===== src/hw/rtl/taylor_series_evaluator_unit_defines.svh =====
// Assertion macros shared by the Taylor series evaluator RTL.
`ifndef TAYLOR_SERIES_EVALUATOR_UNIT_DEFINES_SVH
`define TAYLOR_SERIES_EVALUATOR_UNIT_DEFINES_SVH
`ifndef SYNTHESIS
`define TSE_ASSERT_IMPL(lbl, ante, cons) \
    lbl: assert property (@(posedge clk) disable iff (!rst_n) (ante) |-> (cons)) \
        else $error("tse check failed");
`define TSE_ASSERT_NEXT(lbl, ante, cons) \
    lbl: assert property (@(posedge clk) disable iff (!rst_n) (ante) |=> (cons)) \
        else $error("tse check failed");
`else
`define TSE_ASSERT_IMPL(lbl, ante, cons)
`define TSE_ASSERT_NEXT(lbl, ante, cons)
`endif
`endif


===== src/hw/rtl/tse_pkg.sv =====
// Package: types and constants of the Taylor series evaluator.
`timescale 1ns / 1ps
package tse_pkg;

    localparam int unsigned DEF_MAX_TERMS = 64;
    localparam int unsigned DEF_FRAC_BITS = 40;

    localparam int unsigned QW     = 48;   // fixed-point word
    localparam int unsigned CNT_W  = 7;    // term count
    localparam int unsigned TOL_W  = 47;
    localparam int unsigned COEF_W = 14;   // coefficient and denominator
    localparam int unsigned DIVD_W = 62;   // magnitude of product times coefficient
    localparam int unsigned HALF_W = 24;   // multiplier operand width

    localparam logic [63:0] HALF_PI_Q62 = 64'h6487ED5110B4611A;
    localparam logic [QW-1:0] Q_MAX = {1'b0, {(QW-1){1'b1}}};
    localparam logic [QW-1:0] Q_MIN = {1'b1, {(QW-1){1'b0}}};

    typedef enum logic [2:0] {
        FN_SIN    = 3'd0,
        FN_COS    = 3'd1,
        FN_ARCSIN = 3'd2,
        FN_ARCCOS = 3'd3,
        FN_SINH   = 3'd4,
        FN_COSH   = 3'd5,
        FN_EXP    = 3'd6,
        FN_UNUSED = 3'd7
    } func_t;

    typedef enum logic [1:0] {
        REG_FUNC = 2'd0,
        REG_MODE = 2'd1,
        REG_MAXT = 2'd2,
        REG_TOL  = 2'd3
    } reg_idx_t;

    typedef enum logic [1:0] {
        PH_X1 = 2'd0,
        PH_X2 = 2'd1,
        PH_C  = 2'd2
    } phase_t;

    typedef enum logic [3:0] {
        ST_IDLE,
        ST_EVAL,
        ST_EMIT,
        ST_NEXT,
        ST_MUL,
        ST_MRES,
        ST_COEF,
        ST_DIV,
        ST_FIN,
        ST_ADD
    } state_t;

endpackage


===== src/hw/rtl/taylor_series_evaluator_unit.sv =====
// Top level of the Taylor series evaluator: sequencer, shared multiplier, I/O.
//
//  channel   dir  handshake               payload
//  s_axis    in   s_axis_tvalid/tready    tdata: argument, reference_value
//  m_axis    out  m_axis_tvalid/tready    tdata: partial_sum, abs_error, terms_used
//                                         tlast: last_result
//  cfg       in   cfg_valid/cfg_ready     cfg_index, cfg_data
//
// Each term after the first (but the second arccos term, -x) takes three passes
// through the shared 24x24 multiplier (two for exp), a wait on the restoring
// divider and the sequencing steps.
// Reset clears the sequencer and the output valid flag and loads the configuration defaults; cfg is always ready.
// A stalled output holds the sequencer in its emit step.
`timescale 1ns / 1ps
`include "taylor_series_evaluator_unit_defines.svh"
module taylor_series_evaluator_unit
    import tse_pkg::*;
#(
    parameter int unsigned MAX_TERMS = DEF_MAX_TERMS,
    parameter int unsigned FRAC_BITS = DEF_FRAC_BITS
)
(
    input  logic              clk,
    input  logic              rst_n,
    input  logic              s_axis_tvalid,
    output logic              s_axis_tready,
    input  logic [95:0]       s_axis_tdata,   // argument[47:0], reference_value[95:48]
    output logic              m_axis_tvalid,
    input  logic              m_axis_tready,
    output logic [103:0]      m_axis_tdata,   // partial_sum, abs_error, terms_used, pad
    output logic              m_axis_tlast,   // last_result
    input  logic              cfg_valid,
    output logic              cfg_ready,
    input  logic [1:0]        cfg_index,
    input  logic [TOL_W-1:0]  cfg_data
);
    localparam logic [63:0] HP_RAW  = HALF_PI_Q62 >> (62 - FRAC_BITS);
    localparam logic [QW-1:0] HALF_PI =
        (HP_RAW > {16'b0, Q_MAX}) ? Q_MAX : HP_RAW[QW-1:0];
    localparam logic [QW-1:0] Q_ONE =
        (FRAC_BITS >= QW - 1) ? Q_MAX : QW'(64'd1 << FRAC_BITS);
    localparam logic [CNT_W-1:0] TERM_CAP = CNT_W'(MAX_TERMS);

    // configuration
    logic [2:0]       func_reg;
    logic             mode_reg;
    logic [CNT_W-1:0] maxt_reg;
    logic [TOL_W-1:0] tol_reg;

    state_t state_reg, state_next;

    logic [QW-1:0]    x_reg, ref_reg, term_reg, sum_reg;
    logic [CNT_W-1:0] k_reg;
    logic [2:0]       fs_reg;
    logic [QW-1:0]    err_reg;
    logic             last_reg, emit_reg;
    phase_t           phase_reg;
    logic [QW-1:0]    ma_reg, mb_reg;
    logic             mneg_reg;
    logic [2:0]       mstep_reg;
    logic [2*HALF_W-1:0] prod_reg;
    logic [6:0]       pshift_reg;
    logic [2*QW-1:0]  acc_reg;
    logic [QW-1:0]    p_reg;
    logic [COEF_W-1:0] c_reg, d_reg;
    logic             qneg_reg;

    logic             out_valid_reg, out_last_reg;
    logic [QW-1:0]    out_sum_reg, out_err_reg;
    logic [CNT_W-1:0] out_cnt_reg;

    logic             div_start, div_done;
    logic [DIVD_W-1:0] div_q;

    logic             s_accept, out_free, do_emit;
    logic [CNT_W-1:0] limit;
    logic [2:0]       fs_eff;
    logic [QW:0]      diff_w;
    logic [QW-1:0]    err_w;
    logic             last_w;
    logic [CNT_W-1:0] k_inc;
    logic [2*QW-1:0]  qv;
    logic [QW-1:0]    mres;
    logic [QW-1:0]    fin;
    logic [QW:0]      sum_w;
    logic [QW-1:0]    sum_sat;
    logic [QW-1:0]    x_neg;
    logic [QW-1:0]    first;
    logic [HALF_W-1:0] pa, pb;
    logic [7:0]       a1, a2, a3, a4, a5;
    logic [15:0]      d_mul, c_mul;

    assign fs_eff = (func_reg == FN_UNUSED) ? FN_SIN : func_reg;
    assign limit  = (maxt_reg == '0) ? CNT_W'(1) :
                    (maxt_reg > TERM_CAP) ? TERM_CAP : maxt_reg;

    always_comb
    begin
        unique case (func_t'(fs_eff))
            FN_COS, FN_COSH, FN_EXP: first = Q_ONE;
            FN_ARCCOS:               first = HALF_PI;
            default:                 first = s_axis_tdata[QW-1:0];
        endcase
    end

    assign diff_w = {ref_reg[QW-1], ref_reg} - {sum_reg[QW-1], sum_reg};
    assign err_w  = diff_w[QW] ? QW'(-diff_w) : diff_w[QW-1:0];
    assign last_w = (k_reg >= limit) || (!mode_reg && ({1'b0, tol_reg} >= err_w));
    assign k_inc  = k_reg + 1'b1;
    assign x_neg  = (x_reg == Q_MIN) ? Q_MAX : (~x_reg + 1'b1);

    // truncated Q product with saturation
    assign qv   = acc_reg >> FRAC_BITS;
    assign mres = (|qv[2*QW-1:QW-1]) ? (mneg_reg ? Q_MIN : Q_MAX) :
                  (mneg_reg ? (~{1'b0, qv[QW-2:0]} + 1'b1) : {1'b0, qv[QW-2:0]});
    assign fin  = (|div_q[DIVD_W-1:QW-1]) ? (qneg_reg ? Q_MIN : Q_MAX) :
                  (qneg_reg ? (~{1'b0, div_q[QW-2:0]} + 1'b1) : {1'b0, div_q[QW-2:0]});

    assign sum_w   = {sum_reg[QW-1], sum_reg} + {term_reg[QW-1], term_reg};
    assign sum_sat = (sum_w[QW] != sum_w[QW-1]) ? (sum_w[QW] ? Q_MIN : Q_MAX)
                                                : sum_w[QW-1:0];

    assign pa = mstep_reg[0] ? ma_reg[QW-1:HALF_W] : ma_reg[HALF_W-1:0];
    assign pb = mstep_reg[1] ? mb_reg[QW-1:HALF_W] : mb_reg[HALF_W-1:0];

    // coefficient factors 2n-1 .. 2n-5
    assign a1 = {k_reg, 1'b0} - 8'd1;
    assign a2 = {k_reg, 1'b0} - 8'd2;
    assign a3 = {k_reg, 1'b0} - 8'd3;
    assign a4 = {k_reg, 1'b0} - 8'd4;
    assign a5 = {k_reg, 1'b0} - 8'd5;

    always_comb
    begin
        d_mul = 16'd1;
        c_mul = 16'd1;
        case (func_t'(fs_reg))
            FN_COS, FN_COSH: d_mul = a2 * a3;
            FN_ARCSIN:
            begin
                c_mul = a3 * a3;
                d_mul = a2 * a1;
            end
            FN_ARCCOS:
            begin
                c_mul = a5 * a5;
                d_mul = a4 * a3;
            end
            FN_EXP:  d_mul = {9'b0, k_reg - 1'b1};
            default: d_mul = a1 * a2;
        endcase
    end

    // next state
    always_comb
    begin
        state_next = state_reg;
        unique case (state_reg)
            ST_IDLE: if (s_axis_tvalid) state_next = ST_EVAL;
            ST_EVAL: state_next = ST_EMIT;
            ST_EMIT:
            begin
                if (!emit_reg)
                    state_next = ST_NEXT;
                else if (out_free)
                    state_next = last_reg ? ST_IDLE : ST_NEXT;
            end
            ST_NEXT:
                state_next = (fs_reg == FN_ARCCOS && k_inc == CNT_W'(2)) ? ST_ADD : ST_MUL;
            ST_MUL:  if (mstep_reg == 3'd4) state_next = ST_MRES;
            ST_MRES:
            begin
                if (phase_reg == PH_C)
                    state_next = ST_DIV;
                else if (phase_reg == PH_X1 && fs_reg != FN_EXP)
                    state_next = ST_MUL;
                else
                    state_next = ST_COEF;
            end
            ST_COEF: state_next = ST_MUL;
            ST_DIV:  if (div_done) state_next = ST_FIN;
            ST_FIN:  state_next = ST_ADD;
            ST_ADD:  state_next = ST_EVAL;
            default: state_next = ST_IDLE;
        endcase
    end

    // control outputs
    always_comb
    begin
        s_axis_tready = 1'b0;
        div_start     = 1'b0;
        do_emit       = 1'b0;
        unique case (state_reg)
            ST_IDLE: s_axis_tready = 1'b1;
            ST_EMIT: do_emit = emit_reg && out_free;
            ST_MRES: div_start = (phase_reg == PH_C);
            default: ;
        endcase
    end

    assign s_accept  = s_axis_tvalid && s_axis_tready;
    assign out_free  = !out_valid_reg || m_axis_tready;
    assign cfg_ready = 1'b1;

    always_ff @(posedge clk or negedge rst_n)
    begin
        if (!rst_n)
        begin
            state_reg     <= ST_IDLE;
            func_reg      <= FN_SIN;
            mode_reg      <= 1'b0;
            maxt_reg      <= CNT_W'(10);
            tol_reg       <= TOL_W'(1099512);
            out_valid_reg <= 1'b0;
            k_reg         <= '0;
            mstep_reg     <= '0;
            phase_reg     <= PH_X1;
        end
        else
        begin
            state_reg <= state_next;
            if (cfg_valid && cfg_ready)
            begin
                unique case (reg_idx_t'(cfg_index))
                    REG_FUNC: func_reg <= cfg_data[2:0];
                    REG_MODE: mode_reg <= cfg_data[0];
                    REG_MAXT: maxt_reg <= cfg_data[CNT_W-1:0];
                    REG_TOL:  tol_reg  <= cfg_data;
                    default: ;
                endcase
            end
            if (do_emit)
                out_valid_reg <= 1'b1;
            else if (m_axis_tready)
                out_valid_reg <= 1'b0;
            if (s_accept)
                k_reg <= CNT_W'(1);
            else if (state_reg == ST_NEXT)
                k_reg <= k_inc;
            if (state_reg == ST_MUL)
                mstep_reg <= (mstep_reg == 3'd4) ? 3'd0 : mstep_reg + 1'b1;
            if (state_reg == ST_NEXT)
                phase_reg <= PH_X1;
            else if (state_reg == ST_MRES && phase_reg == PH_X1 && fs_reg != FN_EXP)
                phase_reg <= PH_X2;
            else if (state_reg == ST_COEF)
                phase_reg <= PH_C;
        end
    end

    // datapath
    always_ff @(posedge clk)
    begin
        if (s_accept)
        begin
            x_reg    <= s_axis_tdata[QW-1:0];
            ref_reg  <= s_axis_tdata[2*QW-1:QW];
            fs_reg   <= fs_eff;
            term_reg <= first;
            sum_reg  <= first;
        end
        if (state_reg == ST_EVAL)
        begin
            err_reg  <= err_w;
            last_reg <= last_w;
            emit_reg <= mode_reg || last_w;
        end
        if (do_emit)
        begin
            out_sum_reg  <= sum_reg;
            out_err_reg  <= err_reg;
            out_cnt_reg  <= k_reg;
            out_last_reg <= last_reg;
        end
        if (state_reg == ST_NEXT)
        begin
            if (fs_reg == FN_ARCCOS && k_inc == CNT_W'(2))
                term_reg <= x_neg;
            ma_reg   <= term_reg[QW-1] ? (~term_reg + 1'b1) : term_reg;
            mb_reg   <= x_reg[QW-1] ? (~x_reg + 1'b1) : x_reg;
            mneg_reg <= term_reg[QW-1] ^ x_reg[QW-1];
        end
        if (state_reg == ST_MUL)
        begin
            // product registered, added to the accumulator on the next step
            if (mstep_reg != 3'd4)
            begin
                prod_reg   <= pa * pb;
                pshift_reg <= 7'(HALF_W) *
                              {5'b0, {1'b0, mstep_reg[0]} + {1'b0, mstep_reg[1]}};
            end
            if (mstep_reg == 3'd0)
                acc_reg <= '0;
            else
                acc_reg <= acc_reg + ({{(2*QW-2*HALF_W){1'b0}}, prod_reg} << pshift_reg);
        end
        if (state_reg == ST_MRES)
        begin
            if (phase_reg == PH_X1 && fs_reg != FN_EXP)
            begin
                ma_reg   <= mres[QW-1] ? (~mres + 1'b1) : mres;
                mneg_reg <= mres[QW-1] ^ x_reg[QW-1];
            end
            else if (phase_reg != PH_C)
                p_reg <= mres;
        end
        if (state_reg == ST_COEF)
        begin
            c_reg    <= c_mul[COEF_W-1:0];
            d_reg    <= (d_mul == 16'd0) ? COEF_W'(1) : d_mul[COEF_W-1:0];
            ma_reg   <= p_reg[QW-1] ? (~p_reg + 1'b1) : p_reg;
            mb_reg   <= {{(QW-COEF_W){1'b0}}, c_mul[COEF_W-1:0]};
            qneg_reg <= p_reg[QW-1] ^ (fs_reg == FN_SIN || fs_reg == FN_COS);
        end
        if (state_reg == ST_FIN)
            term_reg <= fin;
        if (state_reg == ST_ADD)
            sum_reg <= sum_sat;
    end

    tse_divider u_div (
        .clk      (clk),
        .rst_n    (rst_n),
        .start    (div_start),
        .dividend (acc_reg[DIVD_W-1:0]),
        .divisor  (d_reg),
        .done     (div_done),
        .quotient (div_q)
    );

    assign m_axis_tvalid = out_valid_reg;
    assign m_axis_tlast  = out_last_reg;
    assign m_axis_tdata  = {1'b0, out_cnt_reg, out_err_reg, out_sum_reg};

    `TSE_ASSERT_NEXT(a_first_term, s_accept, k_reg == CNT_W'(1))
    `TSE_ASSERT_IMPL(a_count_cap, state_reg != ST_IDLE, k_reg <= TERM_CAP && k_reg != '0)
    `TSE_ASSERT_IMPL(a_out_count, m_axis_tvalid, out_cnt_reg != '0 && out_cnt_reg <= TERM_CAP)
    `TSE_ASSERT_IMPL(a_div_idle, div_done, state_reg == ST_DIV)
endmodule


===== src/hw/rtl/tse_divider.sv =====
// Restoring divider: one quotient bit per cycle.
`timescale 1ns / 1ps
module tse_divider
    import tse_pkg::*;
(
    input  logic              clk,
    input  logic              rst_n,
    input  logic              start,
    input  logic [DIVD_W-1:0] dividend,
    input  logic [COEF_W-1:0] divisor,
    output logic              done,
    output logic [DIVD_W-1:0] quotient
);
    localparam int unsigned IW = $clog2(DIVD_W);

    logic              busy_reg;
    logic              done_reg;
    logic [IW-1:0]     cnt_reg;
    logic [DIVD_W-1:0] quo_reg;
    logic [COEF_W-1:0] rem_reg;
    logic [COEF_W-1:0] dsr_reg;
    logic [COEF_W:0]   trial;
    logic [COEF_W:0]   diff;

    assign trial = {rem_reg, quo_reg[DIVD_W-1]};
    assign diff  = trial - {1'b0, dsr_reg};

    always_ff @(posedge clk or negedge rst_n)
    begin
        if (!rst_n)
        begin
            busy_reg <= 1'b0;
            done_reg <= 1'b0;
            cnt_reg  <= '0;
        end
        else
        begin
            done_reg <= 1'b0;
            if (start)
            begin
                busy_reg <= 1'b1;
                cnt_reg  <= '0;
            end
            else if (busy_reg)
            begin
                cnt_reg <= cnt_reg + 1'b1;
                if (cnt_reg == IW'(DIVD_W - 1))
                begin
                    busy_reg <= 1'b0;
                    done_reg <= 1'b1;
                end
            end
        end
    end

    always_ff @(posedge clk)
    begin
        if (start)
        begin
            quo_reg <= dividend;
            rem_reg <= '0;
            dsr_reg <= divisor;
        end
        else if (busy_reg)
        begin
            // keep the remainder below the divisor
            if (!diff[COEF_W])
            begin
                rem_reg <= diff[COEF_W-1:0];
                quo_reg <= {quo_reg[DIVD_W-2:0], 1'b1};
            end
            else
            begin
                rem_reg <= trial[COEF_W-1:0];
                quo_reg <= {quo_reg[DIVD_W-2:0], 1'b0};
            end
        end
    end

    assign done     = done_reg;
    assign quotient = quo_reg;
endmodule


===== config.mk =====
export PLATFORM = sky130hd
export DESIGN_NAME = taylor_series_evaluator_unit
export DESIGN_NICKNAME = d
export VERILOG_FILES = /design/src/hw/rtl/tse_pkg.sv /design/src/hw/rtl/taylor_series_evaluator_unit.sv /design/src/hw/rtl/tse_divider.sv
export VERILOG_INCLUDE_DIRS = /design/src /design/src/hw/rtl
export SDC_FILE = /design/constraint.sdc
export NUM_CORES = 2
export LEC_CHECK = 0
export ABC_AREA = 0
export BUFFER_PORTS_ARGS = -buffer_cell sky130_fd_sc_hd__clkbuf_2
export CELL_PAD_IN_SITES_DETAIL_PLACEMENT = 0
export CELL_PAD_IN_SITES_GLOBAL_PLACEMENT = 1
export CORE_ASPECT_RATIO = 1.5
export CORE_MARGIN = 1
export CORE_UTILIZATION = 35
export DETAILED_ROUTE_END_ITERATION = 8
export PLACE_DENSITY_LB_ADDON = 0.1
export SLEW_MARGIN = 30
export SYNTH_ARGS = -nofsm -noshare
export SYNTH_HDL_FRONTEND = slang
export SYNTH_SLANG_ARGS = --single-unit
export TNS_END_PERCENT = 20

===== constraint.sdc =====
create_clock -name clk -period 12.5 [get_ports clk]
set_input_delay 3.125 -clock clk [delete_from_list [all_inputs] [get_ports clk]]
set_output_delay 3.125 -clock clk [all_outputs]
set_load 0.05 [all_outputs]

# --- Word level (Yosys, flattened, before mapping) ---
# Cells that the tools add are included.
word_totals:
  reg_bits: 830
  output_inout_bits: 108
classes:
  shift: 1
  n_lt_le_gt_ge: 3
  bitwise: 10
  multipliers: 7
  eq_ne: 35
  n_reduce_logical: 37
  n_addsub: 21
  muxes: 70
op_table:
  columns: ["op", "count"]
  rows:
  - ["two-way mux 48 bit", 24]
  - ["adder 48 x 1 -> 48 bit, second input constant", 6]
  - ["NOT 48 bit", 4]
  - ["two-way mux 62 bit", 2]
  - ["adder 96 bit", 1]
  - ["NOT 47 -> 48 bit", 2]
  - ["case mux 48 bit (2 select lines)", 1]
  - ["<< shifter 48 x 7 -> 96 bit", 1]
  - ["adder 48 x 48 -> 49 bit", 1]
  - ["subtractor 48 x 48 -> 49 bit", 1]
  - ["== test 48 bit, second input constant", 1]
  - [">= comparator 47 x 48 -> 1 bit", 1]
  - ["multiplier 24 x 24 -> 48 bit", 1]
  - ["multiplier 8 x 8 -> 16 bit", 3]
  - ["two-way mux 24 bit", 2]
  - ["negation 48 bit", 1]
  - ["case mux 16 bit (3 select lines)", 1]
  - ["two-way mux 14 bit", 3]
  - ["case mux 4 bit (10 select lines)", 1]
  - ["multiplier 8 x 8 -> 14 bit", 2]
  - ["two-way mux 7 bit", 4]
  - ["case mux 14 bit (2 select lines)", 1]
  - ["two-way mux 4 bit", 6]
  - ["== test 3 bit, second input constant", 6]
  - ["other kinds (49)", 108]

# --- Logic depth before layout (Yosys ltp) ---
logic_depth:
  depth_word: 10
  depth_mapped: 34
  ltp_nobuf: 30

# --- Modules after synthesis ---
# A second synthesis with hierarchy kept.
hier_totals:
  cells_unflattened: 8985
  hier_area_um2: 81314.2
by_module_without_submodules:
  columns: ["module", "cells_per_inst", "area_each_um2", "seq_area_each_um2", "n_inst"]
  rows:
  - ["taylor_series_evaluator_unit", 8623, 76557.2, 20309.5, 1]
  - ["tse_divider", 362, 4757.1, 2762.6, 1]

# --- Least setup slack after synthesis ---
# OpenSTA, ideal clock, no wires.
synth_timing:
  kind: "reg2reg"
  startpoint: "register mstep_reg[1]"
  endpoint: "register prod_reg[46] (data pin)"
  stages_incl_launch_ff: 33
  arrival_time_ns: 8.450
  setup_ns: 0.270
  path_slack_ns: 3.780
  path_buffers: 3
  path_cell_list: "dfrtp_1 -> clkbuf_1 -> clkbuf_1 -> mux2i_1 -> clkbuf_1 -> nor2_1 -> fa_1 -> inv_1 -> fa_1 -> inv_1 -> fa_1 -> inv_1 -> fa_1 -> inv_1 -> fa_1 -> fa_1 -> inv_1 -> fa_1 -> inv_1 -> ha_1 -> a21o_1 -> a21o_1 -> a211oi_1 -> and3_1 -> nor3_1 -> a311oi_1 -> a21oi_1 -> nand3_1 -> a311oi_1 -> a41o_1 -> a31oi_1 -> a311oi_1 -> xor2_1"
synth_via:
  elab_chain_cells: 2
synth_lines:
  columns: ["element", "line", "source"]
  rows:
  - ["start, declared", "taylor_series_evaluator_unit.sv:60", "logic [2:0] mstep_reg;"]
  - ["start signal, assigned", "taylor_series_evaluator_unit.sv:242", "mstep_reg <= (mstep_reg == 3'd4) ? 3'd0 : mstep_reg + 1'b1;"]
  - ["two-way mux 24 bit", "taylor_series_evaluator_unit.sv:124", "assign pb = mstep_reg[1] ? mb_reg[QW-1:HALF_W] : mb_reg[HALF_W-1:0];"]
  - ["multiplier 24 x 24 -> 48 bit", "taylor_series_evaluator_unit.sv:289", "prod_reg <= pa * pb;"]
  - ["end signal, assigned", "taylor_series_evaluator_unit.sv:289", null]
  - ["end, declared", "taylor_series_evaluator_unit.sv:61", "logic [2*HALF_W-1:0] prod_reg;"]
# Every way passes these cells.
# A chain may end at the register's enable or synchronous reset.

# --- Worst setup path in the final report ---
layout_timing:
  startpoint: "register mstep_reg[0]"
  endpoint: "register prod_reg[46] (data pin)"
layout_via:
  elab_chain_cells: 2
layout_lines:
  columns: ["element", "line", "source"]
  rows:
  - ["two-way mux 24 bit", "taylor_series_evaluator_unit.sv:123", "assign pa = mstep_reg[0] ? ma_reg[QW-1:HALF_W] : ma_reg[HALF_W-1:0];"]
  - ["multiplier 24 x 24 -> 48 bit", "taylor_series_evaluator_unit.sv:289", null]
# Every way passes these cells.

==> results.json <==
{
  "met3_length_um": 13400,
  "end_kind": "register",
  "vias_per_cell": 5.45,
  "grt_max_degree": 113,
  "initial_core_util_pct": 35.3,
  "powerDensity_nw_per_um2": 70.4,
  "die_h_um": 590,
  "max_stage_delay_ns": 0.86,
  "syn_avg_cell_area_um2": 8.89,
  "post-route-min-period_ns": 9.97,
  "totalNegativeSetupSlack_ns": 0,
  "synth_top_area_share_pct": 22.4,
  "p_leak_nw": 37.2,
  "finalSetupViolCount": 0,
  "gp_congestion": 0.961,
  "critical_path_class": "reg2reg",
  "clk_pin_slew_ns": 0.06,
  "syn-num-nets": 10400,
  "ys_warn_count": 0,
  "track_usage_pct": 27.6,
  "dieWidth_um": 394,
  "yosysSeqAreaShare_pct": 28.6,
  "cts_hold_buf": 0,
  "drive_above_1_share_pct": 9.00,
  "ys_ff_latch": 830,
  "violations": "DRC",
  "synth_edf_count": 602,
  "critPathArrivalTime_ns": 10.41,
  "async_reset_ff_share_pct": 10.0,
  "largest_reg_flops": 96,
  "timing.fmax_mhz": 100,
  "setup_ws_ns": 2.53,
  "post_cts_buffers": 0,
  "vias": 66900,
  "rsz0062_at_grt": "false",
  "clk_path_buf_depth": 3,
  "crit_path_top_delay_cell": "mux2i_1",
  "relSlewSlack_pct": 19.6,
  "htree_num_levels": 3,
  "crit_top_cell": "fa_1",
  "root_buffer": "clkbuf_16",
  "cts-resized-gates": 0,
  "worstPathMaxFanout": 34,
  "synth_top_cell_by_area": "edfxtp_1",
  "antenna_found_initial": 16,
  "yosys-top-cells-area": "edfxtp_1, fa_1, ha_1",
  "fin_crit_sh_pct": 79.8,
  "fin_skew_ns": 0.118,
  "routed.top_layer": "met5",
  "ys_types": 96,
  "grt_pass1_wl_um": 472000,
  "cp.required_ns": 12.94,
  "syn_inst": 9079,
  "route.met2.wl_um": 160000,
  "cts_made_buffers": 94,
  "portBuffers": 255,
  "grt.overflow.total": 0,
  "maxCapViolCount": 0,
  "dp_slack_ns": 2.53,
  "die_area_um2": 233000,
  "netlist_area_um2": 80700,
  "clock_sinks": 830,
  "grt_pass1_vias": 68600,
  "wl_met1_um": 131000,
  "drc": 2,
  "drv_slew": 0,
  "fin_nets": 10500,
  "core-area_um2": 229000,
  "cts_tree": "done",
  "drtIter0Drc": 4857,
  "clock_latency_ns": 0.78,
  "hold_class": "reg2reg",
  "fill_cells": 23300,
  "hpwl_um": 264000,
  "ioPinCount": 258,
  "vdd_drop_max_mv": 0.198,
  "worst_setup_path_start_kind": "register",
  "finalHoldViolCount": 0,
  "status": "finished, violations left",
  "fp-row-count": 215,
  "first_pass_iters": 9,
  "tightest_slew_ns": 1.20,
  "routed_wl_um": 325000,
  "ant_nets": 0,
  "ys.flop_type": "edfxtp_1",
  "layout-area-overhead-vs-synth_pct": 10.0,
  "wire_per_inst_um": 26.4
}
==> cells in the final DEF (no fill, tap or decap), types with 50 or more instances in the layout <==
cell type,n
a211oi_1,101
a21o_1,164
a21oi_1,547
a31oi_1,56
and3_1,50
buf_4,132
clkbuf_16,97
clkbuf_2,254
dfrtp_1,69
dfxtp_1,144
edfxtp_1,602
fa_1,597
ha_1,589
inv_1,937
mux2_2,127
mux2i_1,68
nand2_1,1036
nand2b_1,82
nand3_1,93
nand4_1,67
nor2_1,982
nor2b_1,69
nor3_1,147
o21ai_0,440
o21bai_1,53
o22ai_1,127
o31ai_1,69
or3_1,88
xnor2_1,331
xor2_1,305
==> cell families (layout without fill, tap and decap cells) <==
kind of cell | after synthesis | in the layout | share of synthesized area [%]
other | 2 | 12 | 0.00930
xor gates and xnor gates | 637 | 637 | 6.91
muxes | 212 | 212 | 2.83
and+or+nand+nor | 2883 | 2883 | 16.0
buffers and inverters | 1373 | 1515 | 6.41
AOI/OAI and AO/OA | 1952 | 1952 | 15.3
adders and majority gates | 1190 | 1190 | 24.0
DFF | 830 | 830 | 28.6
==> worst max-delay path, delay by kind of cell (launching register included) <==
| kind | cells | cell delay [ns] |
|---|---|---|
| compound gates | 9 | 2.15 |
| xor+xnor | 1 | 0.12 |
| fa+ha+maj | 8 | 4.12 |
| buf+inv | 5 | 0.77 |
| flops | 1 | 0.64 |
| mux | 1 | 0.86 |
| simple gates | 4 | 0.99 |
==> layer usage <==
metal / track usage [%] / vias up
met2: 48.5 / 1807
met3: 2.57 / 503
met4: 14.6 / 8
met1: 33.2 / 33200
met5: 0 / -
li1: - / 31400
==> synthesized netlist by cell type, types with 22 or more instances <==
master and number:
nand2_1 1041, nor2_1 989, inv_1 941, edfxtp_1 602, fa_1 597, ha_1 589, a21oi_1 548, o21ai_0 441
clkbuf_1 392, xnor2_1 332, xor2_1 305, a21o_1 164, nor3_1 151, dfxtp_1 145, mux2_2 127, o22ai_1 127
a211oi_1 103, nand3_1 96, or3_1 88, mux2i_1 84, nand2b_1 82, dfrtp_1 71, nor2b_1 71, o31ai_1 70
nand4_1 67, a31oi_1 56, o21bai_1 53, and3_1 50, nor4_1 47, or2_2 45, a2111oi_0 37, o21a_1 37
and2_1 36, or4_1 34, o41ai_1 28, o211ai_1 26, a21boi_0 25, a22oi_1 25, buf_1 22, o221ai_1 22
==> per-stage QoR <==
step | util [%] | total power [mW] | area, um2 | std cells | hold slack, ns
after detailed placement | 37.3 | 3.33 | 85500 | 12100 | 0.405
after CTS | 38.8 | 6.33 | 88800 | 12300 | 0.418
final | 38.8 | 6.25 | 88800 | 12300 | 0.417
after global placement | 37.3 | 3.32 | 85400 | 12100 | 0.404
after floorplan | - | 3.19 | 80700 | 9079 | 0.400
after global routing | 38.8 | 6.45 | 88800 | 12300 | 0.419
==> worst paths after layout <==
path                                    from             end  slack (ns)  depth (start not counted)
worst max register to register  mstep_reg[0]    prod_reg[46]        2.53                         28
max in group asynchronous              rst_n    mstep_reg[1]        8.97                          2
worst min-delay path              err_reg[4]  out_err_reg[4]        0.42                          0
min in group asynchronous              rst_n     tol_reg[11]        2.36                          1
worst max-delay path            mstep_reg[0]    prod_reg[46]        2.53                         28
worst min register to register    err_reg[4]  out_err_reg[4]        0.42                          0
==> area by class of cell <==
type | instances | area, um2 | area share [%]
Sequential cell | 830 | 23100 | 26.0
Tap cell | 3038 | 3800 | 4.28
Clock inverter | 58 | 686 | 0.772
Inverter | 948 | 3570 | 4.02
Clock buffer | 119 | 2610 | 2.94
Antenna cell | 10 | 25.0 | 0.0282
Timing Repair Buffer | 390 | 2320 | 2.61
Multi-Input combinational cell | 6876 | 52700 | 59.4
==> power breakdown <==
part,internal (mW),switching (mW)
combinational,0.105,0.162
clock,1.64,1.34
sequential,2.97,0.0264
total,4.72,1.53
No activity file was read; power rests on OpenSTA's default activity.
